==> src/hw/rtl/sdr_pkg.sv <==
package sdr_pkg;

  // Field widths of the item and result channels.
  localparam int CNT_W     = 16;
  localparam int TOT_W     = 24;
  localparam int RICH_W    = 8;
  localparam int PROB_W    = 17;
  localparam int DRAW_W    = 16;
  localparam int CELL_IN_W = 7;
  localparam int SP_IN_W   = 7;

  // Default landscape dimensions.
  localparam int CELLS_DEF   = 128;
  localparam int SPECIES_DEF = 128;

  // Saturation limits of the counters.
  localparam logic [CNT_W-1:0]  CNT_MAX  = '1;
  localparam logic [TOT_W-1:0]  TOT_MAX  = '1;
  localparam logic [RICH_W-1:0] RICH_MAX = '1;

  // Death probability after reset: 0.15 of 65536, rounded down.
  localparam logic [PROB_W-1:0] DEATH_PROB_RST = 17'd9830;

  // Item kinds.
  localparam logic KIND_ADD   = 1'b0;
  localparam logic KIND_DEATH = 1'b1;

  // Control from the sequencer to the running-sum unit.
  typedef struct packed {
    logic start;
    logic step;
  } sdr_pick_ctrl_t;

endpackage

==> src/hw/rtl/sdr_pick_acc.sv <==
module sdr_pick_acc #(
  parameter int RUN_W = 23
) (
  input  logic                          clk,
  input  sdr_pkg::sdr_pick_ctrl_t       ctrl,
  input  logic [sdr_pkg::CNT_W-1:0]     data,
  input  logic [sdr_pkg::CNT_W-1:0]     limit,
  output logic                          hit
);
  import sdr_pkg::*;

  logic [RUN_W-1:0] run_r;
  logic [RUN_W-1:0] run_nxt;

  // The running sum times 65536 exceeds the threshold exactly when it exceeds
  // the upper half of the threshold.
  assign run_nxt = run_r + RUN_W'(data);
  assign hit     = ctrl.step && (run_nxt > RUN_W'(limit));

  always_ff @(posedge clk) begin
    if (ctrl.start) begin
      run_r <= '0;
    end else if (ctrl.step) begin
      run_r <= run_nxt;
    end
  end

endmodule
==> config.mk <==
export PLATFORM = sky130hd
export DESIGN_NAME = sdr_pick_acc
export DESIGN_NICKNAME = d
export VERILOG_FILES = /design/src/hw/rtl/sdr_pkg.sv /design/src/hw/rtl/sdr_pick_acc.sv
export SDC_FILE = /design/constraint.sdc
export NUM_CORES = 1
export LEC_CHECK = 0
export ABC_AREA = 1
export BUFFER_PORTS_ARGS = -buffer_cell sky130_fd_sc_hd__buf_2
export CAP_MARGIN = 15
export CELL_PAD_IN_SITES_DETAIL_PLACEMENT = 0
export CELL_PAD_IN_SITES_GLOBAL_PLACEMENT = 2
export CORE_MARGIN = 4
export CORE_UTILIZATION = 30
export CTS_CLUSTER_DIAMETER = 100
export DETAILED_ROUTE_END_ITERATION = 16
export PLACE_DENSITY = 0.88
export RECOVER_POWER = 50
export SYNTH_ARGS = -nofsm -noshare
export SYNTH_HDL_FRONTEND = slang
export SYNTH_SLANG_ARGS = --single-unit
==> constraint.sdc <==
create_clock -name clk -period 3.1 [get_ports clk]
set_input_delay 0.31 -clock clk [delete_from_list [all_inputs] [get_ports clk]]
set_output_delay 0.31 -clock clk [all_outputs]
set_load 0.005 [all_outputs]
==> results of run 1 <==
## synth_stat cells, drive strengths merged
cell type	number	area [um^2]
o211ai	3	22.5
nor2	55	211
and3	1	6.26
o21bai	2	15.0
xnor2	6	52.6
dfxtp	23	460
nand2	126	483
fa	1	20.0
nand4	4	25.0
xor2	8	70.1
a21oi	27	135
clkbuf	6	22.5
inv	92	345
ha	32	400
nor4	3	18.8
o21ai	25	129
nand3b	1	7.51
a31oi	2	12.5
nand3	16	85.1
nor3	1	5.00
## worst max-delay path by stage
stage                     end  slack, ns      from
after detailed placement  hit      -0.30   data[0]
after global routing      hit      -0.54  run_r[0]
final                     hit      -0.33  run_r[0]
after CTS                 hit      -0.30  run_r[0]
after floorplan           hit       0.28   data[0]
after global placement    hit      -0.43   data[3]
## final cells by class
class / count / area (um^2) / area share
Clock buffer: 3 / 41.3 / 0.0114
Clock inverter: 1 / 5.00 / 0.00138
Inverter: 92 / 345 / 0.0954
Multi-Input combinational cell: 313 / 2020 / 0.559
Sequential cell: 23 / 465 / 0.129
Tap cell: 105 / 131 / 0.0363
Timing Repair Buffer: 93 / 609 / 0.168
## worst min-delay path, cell delays in order
cell	delay, ns
buf_2	0.10
ha_4	0.11
inv_1	0.05
a21oi_1	0.14
## power by group through the flow
| stage | registers [mW] | clock network [mW] | logic (mW) |
|---|---|---|---|
| after floorplan | 0.349 | 0 | 0.445 |
| after global placement | 0.353 | 0 | 0.749 |
| after detailed placement | 0.355 | 0 | 0.751 |
| after CTS | 0.353 | 0.222 | 0.833 |
| after global routing | 0.361 | 0.233 | 1.03 |
| final | 0.356 | 0.208 | 0.914 |
## repair_timing
action | CTS | global route
endpoints found under the setup margin | 1 | 1
gates cloned | 0 | 0
pin swaps | 9 | 16
hold buffers | 0 | 0
hold endpoints to repair | 0 | 0
setup buffers | 3 | 6
gates resized for setup | 35 | 26
## cells by family after synthesis
kind of cell | after synthesis | share of synthesized area
compound gates | 59 | 0.124
xor+xnor | 14 | 0.0485
simple gates | 207 | 0.333
fa+ha+maj | 33 | 0.166
flops | 23 | 0.182
buf+inv | 98 | 0.146
## per-layer routing
| metal | track usage | routed length [um] |
|---|---|---|
| met4 | 0.0252 | 47 |
| met2 | 0.267 | 3580 |
| met3 | 0.0188 | 200 |
| met1 | 0.216 | 3840 |
| met5 | 0 | 0 |
## per-stage QoR
step | power (mW) | setup WS [ns]
3_3_place_gp | 1.10 | -0.427
4_1_cts | 1.41 | -0.297
2_1_floorplan | 0.793 | 0.279
3_5_place_dp | 1.11 | -0.298
6_report | 1.48 | -0.326
5_1_grt | 1.62 | -0.541
==> impl_results.md, run 1 <==
* Power Internal at 0.851 mW
* Crit path launch type: register
* Fillers at 918
* Sw Pwr at 0.628 mW
* Die Area at 9960 um^2
* Final core area utilization at 0.441
* Cells after Synth at 434
* Most frequent cells in the layout: nand2_1, inv_1, buf_4, nor2_1, buf_2
* CP top delay family: simple AND/OR/NAND/NOR gates
* IR drop worst, VDD at 0.000180 V
* Area of the mapped netlist at 2530 um^2
* Seq cells post-synth at 23
* DR pass1 iterations at 4
* DP Area at 3180 um^2
* H-tree depth at 1
* Layout cell share with drive strength beyond 1 at 0.293
* Final Cell Area at 3620 um^2
* Number of core rows at 33
* Synth-to-layout area growth at 43.3%
* Most common cell after layout, fill and taps aside: nand2_1
* Initial antenna violation count at 0
* Post-route insts no fill at 630
* Reg2Reg Launch Point: run_r[0]
* Iter 0 DRT Violations at 101
* Synth cell types at 24
* Setup_tns at -0.326 ns
* CP Class: reg -> out
* PD cells at 408 nW/um^2
* RSZ-0062 raised after global routing: yes
* Biggest register: run_r
* Failing checks: negative setup slack
* Outcome: complete, but fails checks
* Antenna-violating nets left at 0
* Clock group share of total power at 0.141
* Skew-Pair Late Insertion Delay at 0.28 ns
* WL final at 7670 um
* Die W at 99.8 um
* WP depth at 21
* Slew @ Worst Pin at 1.04 ns
* Global-route wire length before repair at 12700 um
* Vias per inst at 4.43
* Initial Util at 0.308
* Setup violations, final at 1
* Seq/Total Area, Yosys at 0.182
* Clk sinks at 23
* Max-slew violations at 0
* Max stage delay cell, worst path: dfxtp_2
* I/O Pins at 36
* Cts bufs inserted at 3
* Final Critical Period at 3.43 ns
* Reg2reg path depth at 17
* Crit path top cell by count: nand2_2
* Clk pin slew, worst setup/hold paths at 0.10 ns
* Hold WC Path Type: in -> reg
* Syn_area_per_cell at 5.82 um^2
* Ant. Diodes at 0
* Critical-path maximum fanout at 2
* R2R Path End: run_r[20]
* Period utilisation layout at 1.11
* R2R setup slack at 0.98 ns
* Worst hold slack at 0.465 ns
* Max incr delay on CP at 0.36 ns
* Final nets at 594
* Comb pwr share at 0.618
* HPWL after DPL at 6010 um
* Post-route worst setup slack at -0.326 ns
* Sw frac at 0.425
* Number of global-route vias before repair at 2733
* CP cell instances: ha_4 -> inv_2 -> fa_2 -> inv_2 -> nand3_2 -> nand2_2 -> nand2_2 -> nand2_4 -> a31oi_4 -> xnor2_2 -> ha_1 -> nand2_2 -> nor4_2 -> buf_4 -> nand2_2 -> nand2_2 -> nand2_1 -> nand2_1 -> nand2_2 -> a21oi_2 -> buf_2
* Biggest regs: run_r x23
* Relative slew slack at 0.308
* GRT Util Overall at 0.157
* Min-Delay Endpoint: run_r[0]
* WP data required at 2.79 ns
* Largest net degree at the start of global routing at 25
* Leak Pwr at 2.02 nW
* Arr. time, crit path at 3.12 ns
* Fin Clk Skew at 0.00990 ns
* Yosys warns at 0
* Residual DRC at 0
* Hold_sp: data[0]
* Via Count at 2788
* Core Area at 8220 um^2
* Congestion Overflow GR at 0
* Buffers and inverters on the worst path at 4
* Flop pwr share at 0.241
* Root Buffer: clkbuf_8
* Max_cap viols at 0
* RD Place Congestion at 0.869
* Final hold vios at 0
* Mapped Nets at 502
* Crit path capture type: primary output
* Die height at 99.8 um
* Hold path cells at 4
* Placed cells at 617
* Clk buf depth at 2
* Max reg flops at 23
* Input/output buffers at 35
* WL per Instance at 12.2 um
* F_max at 292 MHz
* CTS tree: done
Power figures use the tool's default switching activity.
==> run 2, diff against run 1 <==
--- a/config.mk
+++ b/config.mk
@@ -11,10 +11,10 @@
 export CELL_PAD_IN_SITES_DETAIL_PLACEMENT = 0
 export CELL_PAD_IN_SITES_GLOBAL_PLACEMENT = 2
 export CORE_MARGIN = 4
-export CORE_UTILIZATION = 30
+export CORE_UTILIZATION = 32
 export CTS_CLUSTER_DIAMETER = 100
 export DETAILED_ROUTE_END_ITERATION = 16
-export PLACE_DENSITY = 0.88
+export PLACE_DENSITY = 0.92
 export RECOVER_POWER = 50
 export SYNTH_ARGS = -nofsm -noshare
 export SYNTH_HDL_FRONTEND = slang
==> constraint.sdc (replaced) <==
create_clock -name clk -period 4.24 [get_ports clk]
set_input_delay 0.424 -clock clk [delete_from_list [all_inputs] [get_ports clk]]
set_output_delay 0.424 -clock clk [all_outputs]
set_load 0.005 [all_outputs]
==> impl_results.md, run 2 (synthesis gave the netlist of run 1 again) <==
* Die Area at 9380 um^2 (-5.8%)
* Root Buffer: clkbuf_8
* Initial Util at 0.329 (+0.0212)
* Reg2Reg Launch Point: run_r[0]
* Outcome: complete, no violations
* Final core area utilization at 0.372 (-0.0689)
* Critical-path maximum fanout at 3 (+1)
* CTS tree: done
* Relative slew slack at 0.275 (-0.0334)
* Leak Pwr at 1.70 nW (-16%)
* Most frequent cells in the layout: nand2_1, inv_1, nor2_1, buf_2, ha_1
* Min-Delay Endpoint: run_r[2]
* WL per Instance at 12.1 um (-0.92%)
* Die W at 96.9 um (-2.9%)
* Reg2reg path depth at 15 (-2)
* Max stage delay cell, worst path: fa_1
* Ant. Diodes at 0 (unchanged)
* Setup_tns at 0 ns (+0.326 ns)
* Largest net degree at the start of global routing at 25 (unchanged)
* Slew @ Worst Pin at 1.09 ns (+0.0501 ns)
* R2R Path End: run_r[20]
* Input/output buffers at 35 (unchanged)
* Vias per inst at 4.49 (+1.3%)
* Max incr delay on CP at 0.41 ns (+0.05 ns)
* Total design power at 0.854 mW (-42%)
* H-tree depth at 1 (unchanged)
* Global-route wire length before repair at 11500 um (-9.5%)
* Period utilisation layout at 0.902
* Setup violations, final at 0 (-1)
* Final hold vios at 0 (unchanged)
* Max-slew violations at 0 (unchanged)
* Antenna-violating nets left at 0 (unchanged)
* RD Place Congestion at 0.865 (-0.49%)
* Post-route worst setup slack at 0.417 ns (+0.743 ns)
* WL final at 6860 um (-11%)
* IR drop worst, VDD at 0.000155 V (-14%)
* Iter 0 DRT Violations at 104 (+3.0%)
* Congestion Overflow GR at 0 (unchanged)
* R2R setup slack at 2.12 ns (+1.14 ns)
* Biggest regs: run_r x23
* Core Area at 7690 um^2 (-6.4%)
* Crit path top cell by count: nand2_1
* Cts bufs inserted at 3 (unchanged)
* Final nets at 536 (-9.8%)
* Placed cells at 565 (-8.4%)
* Buffers and inverters on the worst path at 3 (-1)
* CP cell instances: ha_1 -> inv_1 -> fa_1 -> inv_1 -> nand3_1 -> nand2_2 -> nand2_1 -> nand2_2 -> a31oi_1 -> xnor2_1 -> ha_1 -> nand2_1 -> nor4_2 -> nand2_1 -> nand2_1 -> nand2_1 -> nand2_1 -> nand2_1 -> a21oi_1 -> buf_2
* Arr. time, crit path at 3.40 ns (+0.28 ns)
* Clk pin slew, worst setup/hold paths at 0.10 ns (about the same)
* Number of core rows at 32 (-3.0%)
* Max_cap viols at 0 (unchanged)
* Hold WC Path Type: reg -> reg
* CP Class: reg -> out
* Post-route insts no fill at 569 (-9.7%)
* DR pass1 iterations at 4 (unchanged)
* Clk sinks at 23 (unchanged)
* Residual DRC at 0 (unchanged)
* Skew-Pair Late Insertion Delay at 0.28 ns (about the same)
* Crit path launch type: register
* Crit path capture type: primary output
* Synth-to-layout area growth at 13.1%
* PD cells at 299 nW/um^2 (-27%)
* GRT Util Overall at 0.148 (-0.00957)
* Max reg flops at 23 (unchanged)
* HPWL after DPL at 5620 um (-6.6%)
* F_max at 262 MHz
* Hold path cells at 2 (-2)
* I/O Pins at 36 (unchanged)
* Layout cell share with drive strength beyond 1 at 0.0985 (-0.195)
* Die height at 96.9 um (-2.9%)
* Most common cell after layout, fill and taps aside: nand2_1
* # Post-CTS Setup Buffers at 0 (-3)
* Hold_sp: run_r[2]
* Final Critical Period at 3.82 ns
* RSZ-0062 raised after global routing: no
* WP data required at 3.82 ns (+1.03 ns)
* Biggest register: run_r
* Via Count at 2552 (-8.5%)
* Clk buf depth at 2 (unchanged)
* Fin Clk Skew at 0.00411 ns (-0.00579 ns)
* Initial antenna violation count at 0 (unchanged)
* Pre-CTS setup slack at 0.415 ns (+0.712 ns)
* Number of global-route vias before repair at 2420 (-11%)
* CP top delay family: simple AND/OR/NAND/NOR gates
-- run 2: changes by cell type in the layout (fill, tap and decap cells not counted), sizes merged --
cell / change
buf: -58
-- run 2: report_power, final --
| group | internal, mW | switching, mW |
|---|---|---|
| logic | 0.163 | 0.279 |
| registers | 0.239 | 0.0148 |
| clock network | 0.0661 | 0.0912 |
| total | 0.468 | 0.385 |
-- run 2: worst min-delay path, cell delays in order, from the launching register on --
cell and delay [ns]:
dfxtp_1 0.35, o21ai_0 0.07, nor2_1 0.09
-- run 2: layout make-up --
type                       count  area [um^2]
sequential                    23          460
inverter                      92          345
tap                          102          128
fill                         900         4830
clock inverter                 1         5.00
timing repair buffer          35          173
clock buffer                   3         41.3
multi-input combinational    313         1710
-- run 2: repair_timing --
item                       in CTS  in global routing
gates resized for setup         0                  1
setup endpoints to repair       0                  1
hold buffers                    0                  0
-- run 2: stage by stage --
| stage | instance area, um^2 | hold slack (ns) |
|---|---|---|
| floorplan | 2530 | 0.483 |
| global placement | 2810 | 0.509 |
| detailed placement | 2810 | 0.515 |
| CTS | 2850 | 0.544 |
| global route | 2860 | 0.566 |
| finish | 2860 | 0.536 |
-- run 2: worst max path at each step --
| stage | cells past startpoint | from | end |
|---|---|---|---|
| finish | 20 | run_r[0] | hit |
| floorplan | 19 | data[0] | hit |
| CTS | 20 | run_r[0] | hit |
| detailed placement | 21 | data[0] | hit |
| global placement | 21 | data[0] | hit |
| global route | 20 | run_r[0] | hit |
-- run 2: per-layer routing --
layer | wire, um | up-vias | global-route usage
met1 | 3430 | 1089 | 0.200
met2 | 3130 | 53 | 0.253
met4 | 42 | 0 | 0.0259
met5 | 0 | - | 0
met3 | 257 | 4 | 0.0180
li1 | - | 1406 | -
